`src/rtl/mkurng_pkg.sv`:
```
// Shared constants, types and helper functions for the multi-kind uniform generator.
`timescale 1ns / 1ps
`default_nettype none

package mkurng_pkg;

  localparam int WORD_W  = 32;
  localparam int KIND_W  = 2;
  localparam int IDX_W   = 2;
  localparam int MUL_B_W = 17;
  localparam int PROD_W  = WORD_W + MUL_B_W;

  localparam logic [KIND_W-1:0] KIND_WH  = 2'd0;
  localparam logic [KIND_W-1:0] KIND_MWC = 2'd1;
  localparam logic [KIND_W-1:0] KIND_SD  = 2'd2;

  localparam logic ACTION_DRAW   = 1'b0;
  localparam logic ACTION_RESEED = 1'b1;

  localparam logic [WORD_W-1:0]  SEED_RESET      = 32'd123;
  localparam logic [WORD_W-1:0]  LOW16           = 32'h0000_ffff;
  localparam logic [MUL_B_W-1:0] LCG_MULT        = 17'd69069;
  localparam logic [MUL_B_W-1:0] MWC_MULT_FIRST  = 17'd36969;
  localparam logic [MUL_B_W-1:0] MWC_MULT_SECOND = 17'd18000;

  // Remainder / divide unit: a 40-bit product followed by 32 zero bits,
  // consumed RADIX_BITS (4) bits per divider step.
  localparam int MOD_W      = 15;
  localparam int WH_PROD_W  = 40;
  localparam int RADIX_BITS = 4;
  localparam int DIV_W      = WH_PROD_W + WORD_W;
  localparam int DIV_STEPS  = DIV_W / RADIX_BITS;
  localparam int REM_STEP   = WH_PROD_W / RADIX_BITS - 1;
  localparam int STEP_W     = $clog2(DIV_STEPS);

  typedef logic [WORD_W-1:0] word_t;
  typedef logic [MOD_W-1:0]  mod_t;

  typedef struct packed {
    mod_t                  rem;
    logic [RADIX_BITS-1:0] quo;
  } div_digit_t;

  function automatic mod_t wh_modulus(input logic [IDX_W-1:0] idx);
    case (idx)
      2'd0:    return 15'd30269;
      2'd1:    return 15'd30307;
      default: return 15'd30323;
    endcase
  endfunction

  function automatic logic [MUL_B_W-1:0] wh_multiplier(input logic [IDX_W-1:0] idx);
    case (idx)
      2'd0:    return 17'd171;
      2'd1:    return 17'd172;
      default: return 17'd170;
    endcase
  endfunction

  function automatic word_t nonzero(input word_t w);
    return (w == '0) ? word_t'(1) : w;
  endfunction

  function automatic word_t shift_xor(input word_t w);
    word_t t;
    t = w ^ (w >> 15);
    return t ^ (t << 17);
  endfunction

  // One radix-2^RADIX_BITS restoring step: shift in the bits, subtract where it fits.
  function automatic div_digit_t div_digit(input mod_t rem, input logic [RADIX_BITS-1:0] bits,
                                           input mod_t modulus);
    logic [MOD_W:0]        t;
    mod_t                  r;
    logic [RADIX_BITS-1:0] q;
    div_digit_t            res;
    r = rem;
    q = '0;
    for (int i = 0; i < RADIX_BITS; i++) begin
      t = {r, bits[RADIX_BITS-1-i]};
      if (t >= {1'b0, modulus}) begin
        t = t - {1'b0, modulus};
        q[RADIX_BITS-1-i] = 1'b1;
      end
      r = t[MOD_W-1:0];
    end
    res.rem = r;
    res.quo = q;
    return res;
  endfunction

endpackage

`default_nettype wire

```
`src/rtl/multi_kind_uniform_rng.sv`:
```
// Multi-kind uniform random generator: sequencer, shared multiplier and remainder unit.
`timescale 1ns / 1ps
`default_nettype none

// Uniform random generator with three kinds chosen by generator_kind (0 Wichmann-Hill,
// 1 multiply-with-carry, 2 Super-Duper; code 3 gives a zero fraction on draw and ignores
// reseed). A beat with action draw returns one Q0.32 fraction beat; a beat with action
// reseed expands seed_value into the seed words and returns nothing. One beat is worked
// at a time and in_stall stays high until it is done. Work from accept to the result
// sitting in the output register:
//   Wichmann-Hill draw   : 3 words x (multiply + load + 18 divider steps)
//   Wichmann-Hill reseed : 2 x (multiply + write-back), then 3 x (load + 10 divider steps)
//   other kinds : one multiply + write-back, two for a multiply-with-carry draw.
// The Wichmann-Hill work is done by the remainder/divide unit, which retires four
// dividend bits per cycle: the first 40 bits leave word*a mod m (word mod m on a
// reseed), the 32 zero bits after them give the term floor(word * 2^32 / m). The
// other kinds rest on the one 32x17 multiplier, which is registered before use. The
// output register frees the core: a result waits there under out_stall while the
// next beat is accepted. Write generator_kind only while the block is idle.
module multi_kind_uniform_rng (
  input  wire logic                             clk,
  input  wire logic                             rst,
  input  wire logic                             cfg_write_en,
  input  wire logic [mkurng_pkg::KIND_W-1:0]    cfg_write_data,
  input  wire logic                             in_valid,
  output logic                                  in_stall,
  input  wire logic                             action,
  input  wire logic [mkurng_pkg::WORD_W-1:0]    seed_value,
  output logic                                  out_valid,
  input  wire logic                             out_stall,
  output logic [mkurng_pkg::WORD_W-1:0]         fraction
);

  // Sequencer states
  localparam logic [2:0] ST_IDLE = 3'd0;  // wait for a beat
  localparam logic [2:0] ST_MUL  = 3'd1;  // run the shared multiplier
  localparam logic [2:0] ST_WB   = 3'd2;  // write back a multiplier result
  localparam logic [2:0] ST_LOAD = 3'd3;  // load the divider
  localparam logic [2:0] ST_DIV  = 3'd4;  // divider steps
  localparam logic [2:0] ST_OUT  = 3'd5;  // hand the result to the output register

  logic [2:0]                          state;
  logic [mkurng_pkg::KIND_W-1:0]       generator_kind;
  logic                                reseed_op;
  logic [mkurng_pkg::IDX_W-1:0]        idx;
  logic [mkurng_pkg::STEP_W-1:0]       step;
  logic [mkurng_pkg::PROD_W-1:0]       prod;
  logic [mkurng_pkg::DIV_W-1:0]        div_sh;
  mkurng_pkg::mod_t                    rem;
  mkurng_pkg::word_t                   quo;
  mkurng_pkg::word_t                   acc;
  mkurng_pkg::word_t                   seed_first;
  mkurng_pkg::word_t                   seed_second;
  mkurng_pkg::word_t                   seed_third;

  mkurng_pkg::word_t                   word_sel;
  mkurng_pkg::word_t                   mul_a;
  logic [mkurng_pkg::MUL_B_W-1:0]      mul_b;
  logic [mkurng_pkg::PROD_W-1:0]       mul_prod;
  mkurng_pkg::mod_t                    modulus;
  mkurng_pkg::div_digit_t              digit;
  mkurng_pkg::word_t                   quo_next;
  mkurng_pkg::word_t                   rem_word;
  mkurng_pkg::word_t                   lcg_word;
  mkurng_pkg::word_t                   mwc_word;
  mkurng_pkg::word_t                   sd_word;
  logic                                div_last;
  logic                                in_fire;
  logic                                out_free;

  assign in_stall = (state != ST_IDLE);
  assign in_fire  = in_valid && !in_stall;
  assign out_free = !out_valid || !out_stall;

  always_comb begin
    case (idx)
      2'd0:    word_sel = seed_first;
      2'd1:    word_sel = seed_second;
      default: word_sel = seed_third;
    endcase
  end

  // Operand select for the shared multiplier
  always_comb begin
    if (reseed_op) begin
      mul_a = (idx == 2'd2) ? seed_second : seed_first;
      mul_b = mkurng_pkg::LCG_MULT;
    end else begin
      case (generator_kind)
        mkurng_pkg::KIND_WH: begin
          mul_a = word_sel;
          mul_b = mkurng_pkg::wh_multiplier(idx);
        end
        mkurng_pkg::KIND_MWC: begin
          mul_a = word_sel & mkurng_pkg::LOW16;
          mul_b = (idx == 2'd0) ? mkurng_pkg::MWC_MULT_FIRST : mkurng_pkg::MWC_MULT_SECOND;
        end
        default: begin
          mul_a = seed_second;
          mul_b = mkurng_pkg::LCG_MULT;
        end
      endcase
    end
  end

  assign mul_prod = mkurng_pkg::PROD_W'(mul_a) * mkurng_pkg::PROD_W'(mul_b);

  assign modulus  = mkurng_pkg::wh_modulus(idx);
  assign digit    = mkurng_pkg::div_digit(rem, div_sh[mkurng_pkg::DIV_W-1 -: mkurng_pkg::RADIX_BITS],
                                          modulus);
  assign quo_next = {quo[mkurng_pkg::WORD_W-mkurng_pkg::RADIX_BITS-1:0], digit.quo};
  assign rem_word = mkurng_pkg::WORD_W'(digit.rem);
  assign lcg_word = prod[mkurng_pkg::WORD_W-1:0];
  assign mwc_word = prod[mkurng_pkg::WORD_W-1:0] + (word_sel >> 16);
  assign sd_word  = mkurng_pkg::shift_xor(seed_first);
  assign div_last = reseed_op ? (step == mkurng_pkg::STEP_W'(mkurng_pkg::REM_STEP))
                              : (step == mkurng_pkg::STEP_W'(mkurng_pkg::DIV_STEPS - 1));

  always_ff @(posedge clk) begin
    if (rst) begin
      state          <= ST_IDLE;
      generator_kind <= mkurng_pkg::KIND_WH;
      reseed_op      <= 1'b0;
      idx            <= '0;
      step           <= '0;
      out_valid      <= 1'b0;
      seed_first     <= mkurng_pkg::SEED_RESET;
      seed_second    <= '0;
      seed_third     <= '0;
    end else begin
      if (cfg_write_en) begin
        generator_kind <= cfg_write_data;
      end
      // Drop the output beat once taken; a new load below overrides this
      if (out_valid && !out_stall) begin
        out_valid <= 1'b0;
      end

      case (state)
        ST_IDLE: begin
          if (in_fire) begin
            reseed_op <= action;
            acc       <= '0;
            if (action == mkurng_pkg::ACTION_RESEED) begin
              if (generator_kind == mkurng_pkg::KIND_WH || generator_kind == mkurng_pkg::KIND_MWC
                  || generator_kind == mkurng_pkg::KIND_SD) begin
                seed_first <= seed_value;
                idx        <= 2'd1;
                state      <= ST_MUL;
              end
            end else begin
              case (generator_kind)
                mkurng_pkg::KIND_WH: begin
                  idx   <= 2'd0;
                  state <= ST_MUL;
                end
                mkurng_pkg::KIND_MWC: begin
                  idx   <= 2'd0;
                  state <= ST_MUL;
                end
                mkurng_pkg::KIND_SD: begin
                  idx   <= 2'd1;
                  state <= ST_MUL;
                end
                default: begin
                  state <= ST_OUT;
                end
              endcase
            end
          end
        end

        ST_MUL: begin
          prod  <= mul_prod;
          state <= (!reseed_op && generator_kind == mkurng_pkg::KIND_WH) ? ST_LOAD : ST_WB;
        end

        ST_LOAD: begin
          if (reseed_op) begin
            div_sh <= {{(mkurng_pkg::DIV_W - 2*mkurng_pkg::WORD_W){1'b0}}, word_sel,
                       {mkurng_pkg::WORD_W{1'b0}}};
          end else begin
            div_sh <= {prod[mkurng_pkg::WH_PROD_W-1:0], {mkurng_pkg::WORD_W{1'b0}}};
          end
          rem   <= '0;
          quo   <= '0;
          step  <= '0;
          state <= ST_DIV;
        end

        ST_DIV: begin
          div_sh <= div_sh << mkurng_pkg::RADIX_BITS;
          rem    <= digit.rem;
          quo    <= quo_next;
          step   <= step + mkurng_pkg::STEP_W'(1);
          // First 40 bits consumed: the remainder is the new word
          if (step == mkurng_pkg::STEP_W'(mkurng_pkg::REM_STEP)) begin
            case (idx)
              2'd0:    seed_first  <= reseed_op ? mkurng_pkg::nonzero(rem_word) : rem_word;
              2'd1:    seed_second <= reseed_op ? mkurng_pkg::nonzero(rem_word) : rem_word;
              default: seed_third  <= reseed_op ? mkurng_pkg::nonzero(rem_word) : rem_word;
            endcase
          end
          if (div_last) begin
            if (reseed_op) begin
              if (idx == 2'd2) begin
                state <= ST_IDLE;
              end else begin
                idx   <= idx + mkurng_pkg::IDX_W'(1);
                state <= ST_LOAD;
              end
            end else begin
              // Sum of the terms wraps mod 1
              acc <= acc + quo_next;
              if (idx == 2'd2) begin
                state <= ST_OUT;
              end else begin
                idx   <= idx + mkurng_pkg::IDX_W'(1);
                state <= ST_MUL;
              end
            end
          end
        end

        ST_WB: begin
          if (reseed_op) begin
            case (generator_kind)
              mkurng_pkg::KIND_WH: begin
                if (idx == 2'd1) begin
                  seed_second <= lcg_word;
                  idx         <= 2'd2;
                  state       <= ST_MUL;
                end else begin
                  seed_third <= lcg_word;
                  idx        <= 2'd0;
                  state      <= ST_LOAD;
                end
              end
              mkurng_pkg::KIND_MWC: begin
                seed_first  <= mkurng_pkg::nonzero(seed_first);
                seed_second <= mkurng_pkg::nonzero(lcg_word);
                state       <= ST_IDLE;
              end
              default: begin
                seed_first  <= mkurng_pkg::nonzero(seed_first);
                seed_second <= lcg_word | mkurng_pkg::word_t'(1);
                state       <= ST_IDLE;
              end
            endcase
          end else if (generator_kind == mkurng_pkg::KIND_MWC) begin
            if (idx == 2'd0) begin
              seed_first <= mwc_word;
              idx        <= 2'd1;
              state      <= ST_MUL;
            end else begin
              seed_second <= mwc_word;
              acc         <= (seed_first << 16) ^ (mwc_word & mkurng_pkg::LOW16);
              state       <= ST_OUT;
            end
          end else begin
            seed_first  <= sd_word;
            seed_second <= lcg_word;
            acc         <= sd_word ^ lcg_word;
            state       <= ST_OUT;
          end
        end

        ST_OUT: begin
          // Hold until the output register is free
          if (out_free) begin
            fraction  <= acc;
            out_valid <= 1'b1;
            state     <= ST_IDLE;
          end
        end

        default: begin
          state <= ST_IDLE;
        end
      endcase
    end
  end

  // Divider remainder always stays below the selected modulus
  assert property (@(posedge clk) disable iff (rst) (state == ST_DIV) |-> (rem < modulus))
    else $error("divider remainder not below modulus");

  // A new output beat only comes from the hand-off state
  assert property (@(posedge clk) disable iff (rst) $rose(out_valid) |-> $past(state) == ST_OUT)
    else $error("output beat loaded outside hand-off");

  // A reseed never produces a result
  assert property (@(posedge clk) disable iff (rst) (state == ST_OUT) |-> !reseed_op)
    else $error("reseed reached result hand-off");

  // After a Wichmann-Hill draw every word is reduced below its modulus
  assert property (@(posedge clk) disable iff (rst)
      (state == ST_OUT && generator_kind == mkurng_pkg::KIND_WH)
      |-> (seed_first < mkurng_pkg::word_t'(mkurng_pkg::wh_modulus(2'd0)))
       && (seed_second < mkurng_pkg::word_t'(mkurng_pkg::wh_modulus(2'd1)))
       && (seed_third < mkurng_pkg::word_t'(mkurng_pkg::wh_modulus(2'd2))))
    else $error("Wichmann-Hill word not reduced");

endmodule

`default_nettype wire
```
`config.mk`:
```
export PLATFORM = sky130hd
export DESIGN_NAME = multi_kind_uniform_rng
export DESIGN_NICKNAME = d
export VERILOG_FILES = /design/src/rtl/mkurng_pkg.sv /design/src/rtl/multi_kind_uniform_rng.sv
export SDC_FILE = /design/constraint.sdc
export NUM_CORES = 2
export LEC_CHECK = 0
export ABC_AREA = 1
export BUFFER_PORTS_ARGS = -buffer_cell sky130_fd_sc_hd__buf_2
export CORE_UTILIZATION = 53
export DETAILED_ROUTE_END_ITERATION = 16
export HOLD_SLACK_MARGIN = 0.15
export PLACE_DENSITY = 0.69
export SLEW_MARGIN = 20
export SYNTH_ARGS = -nofsm -noshare
export SYNTH_HDL_FRONTEND = slang
export SYNTH_SLANG_ARGS = --single-unit
```
`constraint.sdc`:
```
create_clock -name clk -period 18.45 [get_ports clk]
set_input_delay 1.845 -clock clk [delete_from_list [all_inputs] [get_ports clk]]
set_output_delay 1.845 -clock clk [all_outputs]
set_load 0.1 [all_outputs]
```
==> run_results.csv <==
group,metric,value,unit
sta,period_needed,12020,ps
global_route,use_met3,7.17,%
sta,fmax,0.0832,GHz
sta,setup_viol,0,
floorplan,rows,92,
placement,gp_congestion,1.03,
critical_path,critPathLaunchType,"register",
clock_tree,root_buffer,"clkbuf_16",
placement,placed_cells,5092,
sta,rsz0062_at_grt,"false",
sta,worst_pin_slew,1290,ps
drt,firstDrtPassIters,7,
layout,multi_input_area,22100,sq um
clock_tree,cts_setup_buffers,0,
sta,fin_setup_tns,0,ps
clock_tree,cts_made_buffers,31,
flow_run,maxCapViolations,0,
synth,syn_inst,4241,
synth,synth.yosys.seq_area_share,23.2,%
global_route,gr-total-overflow,0,
clock_tree,cts_hold_buffers,0,
synth,yosysWarnings,0,
drt,wl_per_cell,20.6,um
critical_path,cp_slowest_stage_delay,550,ps
floorplan,coreArea,63000,sq um
sta,slew_headroom,13.0,%
clock_tree,path_clk_slew,60,ps
synth,synthDistinctLibCells,60,
layout,n_fill_cell,5974,
critical_path,worstPathRequired,18810,ps
global_route,grt_antenna_before_repair,0,
drt,drt_iter0_drc,3249,
synth,synthArstFlopShare,0,%
global_route,track_usage,33.3,%
synth,yosysTopAreaCellShare,23.4,%
global_route,busiest_layer,"met2",
critical_path,arrival,12380,ps
sta,fin_crit_sh,65.1,%
floorplan,die_area,64600,sq um
layout,syn_to_final_growth,7.07,%
global_route,grt_pass1_wl,163000,um
sta,skew,22.5,ps
clock_tree,max-clock-path-buffers,3,
global_route,grt_max_degree,77,
drt,wl,106000,um
critical_path,cp_max_fo,50,
synth,synth_seq_cells,297,
clock_tree,clock-sinks,297,
critical_path,critPathCaptureType,"register",
layout,regArea,7820,sq um
layout,stdcell_count,5150,
clock_tree,htree_levels,1,
global_route,grt_use_met1,44.8,%
synth,synth-edff-count,187,
floorplan,fp.dieH,254,um
global_route,grt_util_met2,51.0,%
synth,syn_area,33700,sq um
drt,drc_errors,0,
sta,hold_slack,450,ps
drt,final_antenna_net_count,0,
clock_tree,insertion_delay,620,ps
critical_path,cpMaxStageDelayCell,"inv_4",
synth,synth.largest_area_cell,"fa_1",
sta,hold_viol,0,
outcome,status,"finished clean",
layout,nets,4900,
placement,portBuffers,73,
critical_path,crit_type,"reg2reg",
sta,report.final.slew_viol_count,0,
layout,final_util,57.3,%
clock_tree,cts_tree,"built",
drt,vias,29041,
clock_tree,cts_resized,0,
floorplan,io_pins,74,
synth,synthTopCellsByArea,"fa_1 (23%), edfxtp_1 (17%), inv_1 (9.9%)",
drt,viasPerCell,5.64,
placement,dpl.hpwl,82600,um
global_route,grt_pass1_vias,28363,
layout,drive_gt1_share,6.02,%
synth,post_synth.cell_area_avg,7.95,sq um
min_path,hp-class,"reg2reg",
synth,synth_flop_cell,"edfxtp_1",
critical_path,critPathMostFrequentCell,"nand2_1",
floorplan,start_util,53.5,%
floorplan,die_w,254,um
## layout make-up
type | instances | share of cell area (%)
clock inverters | 18 | 0.610
diodes | 1 | 0.00693
clock buffers | 39 | 2.34
inverters | 903 | 9.40
repair buffers | 113 | 1.84
flip-flops and latches | 297 | 21.7
well taps | 846 | 2.93
multi-input cells | 2933 | 61.2
## cell usage after synthesis (3+ instances only)
library cell  count
fa_1            394
edfxtp_1        187
nor4_1           12
o211ai_1         38
a21oi_4           4
nand2_4          11
buf_6             7
o21ai_1           6
o221ai_1         49
clkbuf_1        131
o22ai_1          36
and2_1            3
clkinv_1          9
or2_2             7
nor2_1          328
a221oi_1         29
a21o_1            4
o31ai_1           9
o21ai_0         183
nand2_2          25
nor2_4            3
o21bai_1          6
xor2_1           87
nand3_1         134
inv_1           885
inv_2             8
a31oi_1          27
dfxtp_1         110
a22oi_1          35
buf_2             3
a211oi_1         13
nor3_1           43
nand2_1         796
xnor2_1          53
nand4_1          15
nand3_2           3
ha_1            187
o21a_1            4
nor2_2           10
buf_1            20
a21oi_1         301
a32o_1            3
## placed cells by master, fill, tap and decap left out, types with 38 or more instances in the layout
| cell type | count |
|---|---|
| ha_1 | 187 |
| conb_1 | 58 |
| o221ai_1 | 49 |
| inv_1 | 881 |
| nand2_1 | 796 |
| nor3_1 | 39 |
| xnor2_1 | 53 |
| o21ai_0 | 183 |
| dfxtp_1 | 109 |
| buf_2 | 73 |
| edfxtp_1 | 187 |
| buf_4 | 40 |
| nor2_1 | 321 |
| o211ai_1 | 38 |
| nand3_1 | 133 |
| a21oi_1 | 301 |
| fa_1 | 394 |
| xor2_1 | 87 |
## layer usage
layer  up-vias  wire length [um]
li1      13506                 -
met1     13776             43300
met2      1485             45900
met3       274             11200
met4         0              5710
met5         -                 0
## cells by family after synthesis
| logic type | share of synthesized area [%] |
|---|---|
| and+or+nand+nor | 17.2 |
| buffers and inverters | 12.1 |
| AOI/OAI and AO/OA | 13.5 |
| adders and majority gates | 30.3 |
| DFF | 23.2 |
| xor gates and xnor gates | 3.64 |
| other | 0.0223 |
## registers in the layout, indices dropped and copies added, names as in the netlist
name and count:
out_valid 1, quo 28, step 5, fraction 32, div_sh 40, rem 15
seed_first 32, prod 40, seed_third 32, acc 32, idx 2, seed_second 32
generator_kind 2, state 3, reseed_op 1
## path summary, 6_finish.rpt
path                                     startpoint                      to  slack [ps]  cells past startpoint
worst min register to register    acc[23]$_DFFE_PP_  fraction[23]$_DFFE_PP_         450                      0
worst min-delay path              acc[23]$_DFFE_PP_  fraction[23]$_DFFE_PP_         450                      0
worst max register to register  idx[0]$_SDFFE_PP0P_       acc[30]$_DFFE_PP_        6430                     75
worst max-delay path            idx[0]$_SDFFE_PP0P_       acc[30]$_DFFE_PP_        6430                     75
## critical path, delay by kind of cell, from the launching register on
kind                       cells  cell delay (ps)
AOI/OAI and AO/OA             10             1890
xor gates and xnor gates       2              540
adders and majority gates      7             2210
DFF                            1              380
and+or+nand+nor               45             5240
buffers and inverters         11             1500
## metrics by stage
| step | worst slack, ps | area, sq um |
|---|---|---|
| final | 6430 | 36100 |
| after global routing | 4990 | 36100 |
| after CTS | 6480 | 36100 |
| after detailed placement | 6510 | 35000 |
| after global placement | 6700 | 35000 |
| after floorplan | 7630 | 33900 |
Power is left out: the tool's default activity adds up to more than one toggle a clock period on the data nets, which glitch-free logic cannot reach.
